File: config.mk
export PLATFORM = sky130hd
export DESIGN_NAME = serial_command_frame_parser_flat
export DESIGN_NICKNAME = d
export VERILOG_FILES = /design/src/rtl/scfp_pkg.sv /design/src/rtl/scfp_if.sv /design/src/rtl/scfp_cfg_regs.sv /design/src/rtl/scfp_parse_core.sv /design/src/rtl/serial_command_frame_parser.sv /design/src/flat_wrapper.sv
export SDC_FILE = /design/constraint.sdc
export NUM_CORES = 1
export LEC_CHECK = 0
export BUFFER_PORTS_ARGS = -buffer_cell sky130_fd_sc_hd__buf_2
export CAP_MARGIN = 20
export CORE_MARGIN = 4
export CORE_UTILIZATION = 44
export CTS_BUF_LIST = sky130_fd_sc_hd__clkbuf_16
export CTS_CLUSTER_SIZE = 20
export DETAILED_ROUTE_END_ITERATION = 6
export GPL_TIMING_DRIVEN = 0
export PLACE_DENSITY = 0.6
export SYNTH_ARGS = -nofsm -noshare
export SYNTH_HDL_FRONTEND = slang
export SYNTH_SLANG_ARGS = --single-unit
export TNS_END_PERCENT = 50
File: constraint.sdc
create_clock -name clk -period 6.55 [get_ports clk]
set_input_delay 1.31 -clock clk [delete_from_list [all_inputs] [get_ports clk]]
set_output_delay 1.31 -clock clk [all_outputs]
set_load 0.005 [all_outputs]
File: src/rtl/scfp_pkg.sv
// Shared types and constants of the serial command frame parser.
// Depends on nothing; every other file of the block uses it.
package scfp_pkg;

	localparam int ByteW   = 8;
	localparam int CfgIdxW = 8;
	localparam int StatusW = 3;

	localparam logic [CfgIdxW-1:0] REG_FRAME_IDENTIFIER = CfgIdxW'(0);
	localparam logic [CfgIdxW-1:0] REG_OPCODE_START_ADV = CfgIdxW'(1);
	localparam logic [CfgIdxW-1:0] REG_OPCODE_STOP_ADV  = CfgIdxW'(2);
	localparam logic [CfgIdxW-1:0] REG_OPCODE_DATA      = CfgIdxW'(3);

	localparam logic [ByteW-1:0] RST_FRAME_IDENTIFIER = ByteW'(0);
	localparam logic [ByteW-1:0] RST_OPCODE_START_ADV = ByteW'(1);
	localparam logic [ByteW-1:0] RST_OPCODE_STOP_ADV  = ByteW'(2);
	localparam logic [ByteW-1:0] RST_OPCODE_DATA      = ByteW'(3);

	typedef enum logic [1:0] {
		PH_IDENT   = 2'd0,
		PH_OPCODE  = 2'd1,
		PH_LENGTH  = 2'd2,
		PH_PAYLOAD = 2'd3
	} phase_t;

	typedef enum logic [StatusW-1:0] {
		ST_HEADER  = 3'd0,
		ST_DROPPED = 3'd1,
		ST_BADOP   = 3'd2,
		ST_LENGTH  = 3'd3,
		ST_PAYLOAD = 3'd4
	} status_t;

	typedef struct packed {
		logic [ByteW-1:0] frame_identifier;
		logic [ByteW-1:0] opcode_start_adv;
		logic [ByteW-1:0] opcode_stop_adv;
		logic [ByteW-1:0] opcode_data;
	} cfg_t;

	typedef struct packed {
		status_t          status;
		logic [ByteW-1:0] payload_byte;
		logic [ByteW-1:0] payload_index;
		logic [ByteW-1:0] frame_opcode;
		logic [ByteW-1:0] frame_length;
		logic             frame_done;
	} res_t;

endpackage

File: src/rtl/scfp_if.sv
// Valid/ready channel interfaces of the serial command frame parser.
// Depends on scfp_pkg for field widths.
interface scfp_rx_if;
	logic                      valid;
	logic                      ready;
	logic [scfp_pkg::ByteW-1:0] rx_byte;

	modport source (output valid, output rx_byte, input ready);
	modport sink (input valid, input rx_byte, output ready);
endinterface

interface scfp_res_if;
	logic                        valid;
	logic                        ready;
	logic [scfp_pkg::StatusW-1:0] status;
	logic [scfp_pkg::ByteW-1:0]   payload_byte;
	logic [scfp_pkg::ByteW-1:0]   payload_index;
	logic [scfp_pkg::ByteW-1:0]   frame_opcode;
	logic [scfp_pkg::ByteW-1:0]   frame_length;
	logic                         frame_done;

	modport source (output valid, output status, output payload_byte, output payload_index,
		output frame_opcode, output frame_length, output frame_done, input ready);
	modport sink (input valid, input status, input payload_byte, input payload_index,
		input frame_opcode, input frame_length, input frame_done, output ready);
endinterface

File: src/rtl/scfp_cfg_regs.sv
// Configuration register file: frame identifier and the three opcode values.
// Depends on scfp_pkg.
module scfp_cfg_regs (
	input  logic                          clk,
	input  logic                          arst_n,
	input  logic                          cfg_we,
	input  logic [scfp_pkg::CfgIdxW-1:0]  cfg_index,
	input  logic [scfp_pkg::ByteW-1:0]    cfg_wdata,
	output scfp_pkg::cfg_t                cfg
);

	scfp_pkg::cfg_t cfg_q;

	always_ff @(posedge clk or negedge arst_n) begin
		if (!arst_n) begin
			cfg_q.frame_identifier <= scfp_pkg::RST_FRAME_IDENTIFIER;
			cfg_q.opcode_start_adv <= scfp_pkg::RST_OPCODE_START_ADV;
			cfg_q.opcode_stop_adv  <= scfp_pkg::RST_OPCODE_STOP_ADV;
			cfg_q.opcode_data      <= scfp_pkg::RST_OPCODE_DATA;
		end else if (cfg_we) begin
			unique case (cfg_index)
				scfp_pkg::REG_FRAME_IDENTIFIER: cfg_q.frame_identifier <= cfg_wdata;
				scfp_pkg::REG_OPCODE_START_ADV: cfg_q.opcode_start_adv <= cfg_wdata;
				scfp_pkg::REG_OPCODE_STOP_ADV:  cfg_q.opcode_stop_adv  <= cfg_wdata;
				scfp_pkg::REG_OPCODE_DATA:      cfg_q.opcode_data      <= cfg_wdata;
				default: ;
			endcase
		end
	end

	assign cfg = cfg_q;

endmodule

File: src/rtl/scfp_parse_core.sv
// Frame parsing state machine: phase, held opcode, length and payload count.
// Computes one result per stepped byte. Depends on scfp_pkg.
module scfp_parse_core (
	input  logic                       clk,
	input  logic                       arst_n,
	input  logic                       step,
	input  logic [scfp_pkg::ByteW-1:0] rx_byte,
	input  scfp_pkg::cfg_t             cfg,
	output scfp_pkg::res_t             res
);

	scfp_pkg::phase_t           phase_q, phase_d;
	logic [scfp_pkg::ByteW-1:0] held_opcode_q, held_opcode_d;
	logic [scfp_pkg::ByteW-1:0] held_length_q, held_length_d;
	logic [scfp_pkg::ByteW-1:0] bytes_seen_q, bytes_seen_d;
	logic [scfp_pkg::ByteW-1:0] bytes_next;
	logic                       ident_hit;
	logic                       opcode_ok;
	logic                       last_payload;

	assign ident_hit    = (rx_byte == cfg.frame_identifier);
	assign opcode_ok    = (rx_byte == cfg.opcode_start_adv) || (rx_byte == cfg.opcode_stop_adv)
		|| (rx_byte == cfg.opcode_data);
	assign bytes_next   = bytes_seen_q + scfp_pkg::ByteW'(1);
	assign last_payload = (bytes_next >= held_length_q);

	always_comb begin
		phase_d       = phase_q;
		held_opcode_d = held_opcode_q;
		held_length_d = held_length_q;
		bytes_seen_d  = bytes_seen_q;
		unique case (phase_q)
			scfp_pkg::PH_IDENT: begin
				if (ident_hit) begin
					held_opcode_d = '0;
					held_length_d = '0;
					bytes_seen_d  = '0;
					phase_d       = scfp_pkg::PH_OPCODE;
				end
			end
			scfp_pkg::PH_OPCODE: begin
				if (opcode_ok) begin
					held_opcode_d = rx_byte;
					phase_d       = scfp_pkg::PH_LENGTH;
				end else begin
					phase_d = scfp_pkg::PH_IDENT;
				end
			end
			scfp_pkg::PH_LENGTH: begin
				held_length_d = rx_byte;
				bytes_seen_d  = '0;
				phase_d       = (rx_byte == '0) ? scfp_pkg::PH_IDENT : scfp_pkg::PH_PAYLOAD;
			end
			scfp_pkg::PH_PAYLOAD: begin
				bytes_seen_d = bytes_next;
				if (last_payload) begin
					phase_d = scfp_pkg::PH_IDENT;
				end
			end
			default: phase_d = scfp_pkg::PH_IDENT;
		endcase
	end

	always_comb begin
		res = '{status: scfp_pkg::ST_DROPPED, default: '0};
		unique case (phase_q)
			scfp_pkg::PH_IDENT: begin
				res.status = ident_hit ? scfp_pkg::ST_HEADER : scfp_pkg::ST_DROPPED;
			end
			scfp_pkg::PH_OPCODE: begin
				res.status       = opcode_ok ? scfp_pkg::ST_HEADER : scfp_pkg::ST_BADOP;
				res.frame_opcode = rx_byte;
			end
			scfp_pkg::PH_LENGTH: begin
				res.status       = scfp_pkg::ST_LENGTH;
				res.frame_opcode = held_opcode_q;
				res.frame_length = rx_byte;
				res.frame_done   = (rx_byte == '0);
			end
			scfp_pkg::PH_PAYLOAD: begin
				res.status        = scfp_pkg::ST_PAYLOAD;
				res.payload_byte  = rx_byte;
				res.payload_index = bytes_seen_q;
				res.frame_opcode  = held_opcode_q;
				res.frame_length  = held_length_q;
				res.frame_done    = last_payload;
			end
			default: res.status = scfp_pkg::ST_DROPPED;
		endcase
	end

	always_ff @(posedge clk or negedge arst_n) begin
		if (!arst_n) begin
			phase_q       <= scfp_pkg::PH_IDENT;
			held_opcode_q <= '0;
			held_length_q <= '0;
			bytes_seen_q  <= '0;
		end else if (step) begin
			phase_q       <= phase_d;
			held_opcode_q <= held_opcode_d;
			held_length_q <= held_length_d;
			bytes_seen_q  <= bytes_seen_d;
		end
	end

	a_payload_len_nonzero: assert property (@(posedge clk) disable iff (!arst_n)
		phase_q == scfp_pkg::PH_PAYLOAD |-> held_length_q != '0)
		else $error("payload phase with zero held length");

	a_count_below_len: assert property (@(posedge clk) disable iff (!arst_n)
		phase_q == scfp_pkg::PH_PAYLOAD |-> bytes_seen_q < held_length_q)
		else $error("payload count reached declared length");

	a_done_to_ident: assert property (@(posedge clk) disable iff (!arst_n)
		step && res.frame_done |=> phase_q == scfp_pkg::PH_IDENT)
		else $error("completed frame did not return to identifier search");

endmodule

File: src/rtl/serial_command_frame_parser.sv
// Serial command frame parser: one result per received byte, one byte per clock
// while results are taken. A byte is accepted into an input register, decoded
// against the parse state and registered into the result register, which raises
// res valid; one byte per cycle sustained while the result register keeps being
// taken. rx stalls only while the input register holds a byte and the result
// register is full and not being taken.
// Depends on scfp_pkg, scfp_if, scfp_cfg_regs and scfp_parse_core.
module serial_command_frame_parser (
	input  logic                          clk,
	input  logic                          arst_n,
	input  logic                          cfg_we,
	input  logic [scfp_pkg::CfgIdxW-1:0]  cfg_index,
	input  logic [scfp_pkg::ByteW-1:0]    cfg_wdata,
	scfp_rx_if.sink                       rx,
	scfp_res_if.source                    res
);

	scfp_pkg::cfg_t             cfg;
	scfp_pkg::res_t             res_comb;
	scfp_pkg::res_t             res_s2;
	logic                       valid_s1;
	logic [scfp_pkg::ByteW-1:0] byte_s1;
	logic                       valid_s2;
	logic                       advance;

	assign advance  = valid_s1 && (!valid_s2 || res.ready);
	assign rx.ready = !valid_s1 || advance;

	scfp_cfg_regs u_cfg (
		.clk       (clk),
		.arst_n    (arst_n),
		.cfg_we    (cfg_we),
		.cfg_index (cfg_index),
		.cfg_wdata (cfg_wdata),
		.cfg       (cfg)
	);

	scfp_parse_core u_core (
		.clk     (clk),
		.arst_n  (arst_n),
		.step    (advance),
		.rx_byte (byte_s1),
		.cfg     (cfg),
		.res     (res_comb)
	);

	always_ff @(posedge clk or negedge arst_n) begin
		if (!arst_n) begin
			valid_s1 <= 1'b0;
		end else if (rx.ready) begin
			valid_s1 <= rx.valid;
		end
	end

	always_ff @(posedge clk) begin
		if (rx.valid && rx.ready) begin
			byte_s1 <= rx.rx_byte;
		end
	end

	always_ff @(posedge clk or negedge arst_n) begin
		if (!arst_n) begin
			valid_s2 <= 1'b0;
		end else if (advance) begin
			valid_s2 <= 1'b1;
		end else if (res.ready) begin
			valid_s2 <= 1'b0;
		end
	end

	always_ff @(posedge clk) begin
		if (advance) begin
			res_s2 <= res_comb;
		end
	end

	assign res.valid         = valid_s2;
	assign res.status        = res_s2.status;
	assign res.payload_byte  = res_s2.payload_byte;
	assign res.payload_index = res_s2.payload_index;
	assign res.frame_opcode  = res_s2.frame_opcode;
	assign res.frame_length  = res_s2.frame_length;
	assign res.frame_done    = res_s2.frame_done;

	a_s1_holds: assert property (@(posedge clk) disable iff (!arst_n)
		valid_s1 && !advance |=> valid_s1 && $stable(byte_s1))
		else $error("input stage lost a byte while stalled");

	a_done_status: assert property (@(posedge clk) disable iff (!arst_n)
		valid_s2 && res_s2.frame_done |->
		res_s2.status == scfp_pkg::ST_LENGTH || res_s2.status == scfp_pkg::ST_PAYLOAD)
		else $error("frame done on a header or dropped byte");

	a_index_in_frame: assert property (@(posedge clk) disable iff (!arst_n)
		valid_s2 && res_s2.status == scfp_pkg::ST_PAYLOAD |->
		res_s2.payload_index < res_s2.frame_length)
		else $error("payload index outside declared length");

endmodule

File: src/flat_wrapper.sv
// flat-port wrapper written by rule: the top's interface ports become plain ports
module serial_command_frame_parser_flat 
  (clk, arst_n, cfg_we, cfg_index, cfg_wdata, rx_valid, rx_rx_byte, rx_ready, res_valid, res_status, res_payload_byte, res_payload_index, res_frame_opcode, res_frame_length, res_frame_done, res_ready);
  scfp_rx_if rx_i ();
  scfp_res_if res_i ();
  input  logic clk;
  input  logic arst_n;
  input  logic cfg_we;
  input  logic [scfp_pkg::CfgIdxW-1:0] cfg_index;
  input  logic [scfp_pkg::ByteW-1:0] cfg_wdata;
  input wire logic [$bits(rx_i.valid)-1:0] rx_valid;
  input wire logic [$bits(rx_i.rx_byte)-1:0] rx_rx_byte;
  output wire logic [$bits(rx_i.ready)-1:0] rx_ready;
  output wire logic [$bits(res_i.valid)-1:0] res_valid;
  output wire logic [$bits(res_i.status)-1:0] res_status;
  output wire logic [$bits(res_i.payload_byte)-1:0] res_payload_byte;
  output wire logic [$bits(res_i.payload_index)-1:0] res_payload_index;
  output wire logic [$bits(res_i.frame_opcode)-1:0] res_frame_opcode;
  output wire logic [$bits(res_i.frame_length)-1:0] res_frame_length;
  output wire logic [$bits(res_i.frame_done)-1:0] res_frame_done;
  input wire logic [$bits(res_i.ready)-1:0] res_ready;
  assign rx_i.valid = rx_valid;
  assign rx_i.rx_byte = rx_rx_byte;
  assign rx_ready = rx_i.ready;
  assign res_valid = res_i.valid;
  assign res_status = res_i.status;
  assign res_payload_byte = res_i.payload_byte;
  assign res_payload_index = res_i.payload_index;
  assign res_frame_opcode = res_i.frame_opcode;
  assign res_frame_length = res_i.frame_length;
  assign res_frame_done = res_i.frame_done;
  assign res_i.ready = res_ready;
  serial_command_frame_parser u_core (.clk(clk), .arst_n(arst_n), .cfg_we(cfg_we), .cfg_index(cfg_index), .cfg_wdata(cfg_wdata), .rx(rx_i), .res(res_i));
endmodule
==> impl_metrics.ini <==
[detailed_routing]
vias = 3040
detail-route-antenna-nets = 0
drc = 0
drtPass1Iterations = 4
drtIter0Drc = 116
via_per_inst = 5.16
finalWirelength_um = 9430
wl_per_cell_um = 16.0

[setup_path]
cp-end-kind = output pin
worstPathMaxFanout = 3
cp_slowest_cell = nand3b_1
start_kind = primary input
reg2regPathDepth = 9
worst_path_largest_cell_delay_ns = 0.19
arrival_ns = 1.76
worstPathCellList = buf_2 -> nand3b_1 -> buf_2
required_ns = 5.24
critPathMostFrequentCell = buf_2
worstSetupPathType = primary input to output pin

[cells_and_area]
fillers = 925
fin_util = 0.538
instances_no_fill = 589
seq_area_sq_mm = 0.00283
fin_area_sq_mm = 0.00558
finalNetCount = 486
multiInputGateArea_sq_mm = 0.00177
antenna_cells = 0
drive_gt1_frac = 0.287
area_growth_syn_to_layout_pct = 18.5

[sta]
maxSlewHeadroom = 0.535
rsz0062_at_grt = no
worst_slew_pin_slew_ns = 0.696
clock_skew_ns = 0.0107
hold_violations = 0
finalCriticalPeriod_ns = 3.07
min_period_over_period = 0.468
setup_viol = 0
max_freq_ghz = 0.326
hold_ws_ns = 0.491
setup_tns_ns = 0
worst_slack_ns = 3.48
slew_viol_final = 0

[floorplanning]
dieArea_sq_mm = 0.0124
core_sq_mm = 0.0104
die_h_um = 111
dieWidth_um = 111
start_util = 0.454
rows = 37
io_pins = 67

[synth]
ys_ff_latch = 104
synth_top_area_share = 0.298
synth_area_leaders = dfrtp_1, edfxtp_1, mux2_2, xor2_1, a22o_1
synth_edf_count = 44
synth_common_cells = dfrtp_1, edfxtp_1, mux2_2
synth_cell_types = 37
yosysSeqAreaShare = 0.600
synthFlopType = dfrtp_1
yosysMostFrequentCell = dfrtp_1
synth_top_area_cell = dfrtp_1
synthesis.area_sq_mm = 0.00471
yosys_warnings = 0
syn_avg_cell_area_sq_um = 12.8
synth_cells = 369
async_reset_ff_frac = 0.577
postSynthNetCount = 407

[power]
p_sw_frac = 0.229
combPwrFrac = 0.097
pwr_density_cell_mw_per_mm2 = 260
p_sw_mw = 0.331
power.leakage_nw = 2.55
total_power_mw = 1.45
seqPwrFrac = 0.511
ir_worst_vdd_uv = 110
p_int_mw = 1.12
p_clk_frac = 0.392

[run_status]
status = finished clean

[grt]
grtUsageTotal = 0.163
antenna_found_initial = 0
grt_max_degree = 34
grt_pass1_vias = 3114
overflow = 0
grt_pass1_wl_um = 16100

[run]
drv_cap = 0

[clock_tree]
hold_buffers = 0
clock_sinks = 104
postCtsResizedCells = 0
cts_buffer_depth = 2
cts_root_buf = clkbuf_16
h-tree-depth = 3
cts_tree = built
cts_setup_buffers = 0
clk_latency_ns = 0.34
path_clk_slew_ns = 0.06
cts_buffers = 9

[placed_design]
dp_hpwl_um = 6740
place_area_sq_mm = 0.00526
place_congestion = 0.831
place_inst = 573
place_ws_ns = 3.31
numPortBuffers = 66

[worst_hold_path]
hold_class = register to register
hold_depth = 1
-- worst max-delay path, delay by kind of cell --
kind                   cells  cell delay [ns]
AND/OR/NAND/NOR            1             0.19
buffers and inverters      2             0.25
-- sequential cells by signal, summed over array words and instances, names as in the netlist, 2 cells and up --
| register | flops |
|---|---|
| u_core.u_cfg.cfg | 32 |
| u_core.byte_s1 | 8 |
| u_core.res.frame_length | 8 |
| u_core.res.frame_opcode | 8 |
| u_core.res.payload_byte | 8 |
| u_core.res.payload_index | 8 |
| u_core.u_core.bytes_seen_q | 8 |
| u_core.u_core.held_length_q | 8 |
| u_core.u_core.held_opcode_q | 8 |
| u_core.res.status | 3 |
| u_core.u_core.phase_q | 2 |
-- layer usage --
metal  GRT usage  vias up  wire [um]
met5           0        -          0
met4      0.0535        0        145
met3      0.0364       11        510
met2       0.251       90       4290
met1       0.230     1451       4490
li1            -     1488          -
-- worst paths after layout --
| kind | from | endpoint | slack, ns |
|---|---|---|---|
| min reg2reg | u_core.valid_s1 | u_core.res.valid | 0.49 |
| max | res_ready | rx_ready | 3.48 |
| max in group asynchronous | arst_n | u_core.u_cfg.cfg[9] | 4.91 |
| min in group asynchronous | arst_n | u_core.u_cfg.cfg[21] | 0.98 |
| min | u_core.valid_s1 | u_core.res.valid | 0.49 |
| max reg2reg | u_core.u_core.bytes_seen_q[0] | u_core.u_core.phase_q[0] | 4.05 |
-- placed cells by master, fill, tap and decap left out, drive strengths merged, types with 3 or more instances in the layout --
cell	count
buf	77
mux2	32
o21ai	21
a21oi	4
nor4	7
mux2i	8
nand2	29
clkbuf	17
xor2	27
dfstp	4
nor2	20
xnor2	11
nand2b	3
inv	13
dfrtp	56
nand3	6
edfxtp	44
a22o	21
nand3b	3
and3	18
ha	9
-- power groups by stage --
stage          Sequential, mW  Clock (mW)  Combinational [mW]
4_1_cts                 0.740       0.583               0.144
3_5_place_dp            0.753           0               0.143
3_3_place_gp            0.753           0               0.135
6_report                0.740       0.568               0.141
5_1_grt                 0.744       0.619               0.160
2_1_floorplan           0.752           0              0.0796
-- final cells by class --
type                       instances  share of cell area
multi-input combinational        237               0.317
inverter                          11             0.00740
sequential                       104               0.507
timing repair buffer              68              0.0677
tap                              136              0.0305
clock inverter                     7              0.0173
clock buffer                       9              0.0404
buffer                            17              0.0132
-- cells by family after synthesis --
logic type / share of synthesized area
flip-flops: 0.600
AND/OR/NAND/NOR: 0.110
AO/OA/AOI/OAI: 0.0770
multiplexers: 0.0935
XOR/XNOR: 0.0707
buffers and inverters: 0.0244
adder cells (fa/ha/maj): 0.0239
No activity file was read; power rests on OpenSTA's default activity.
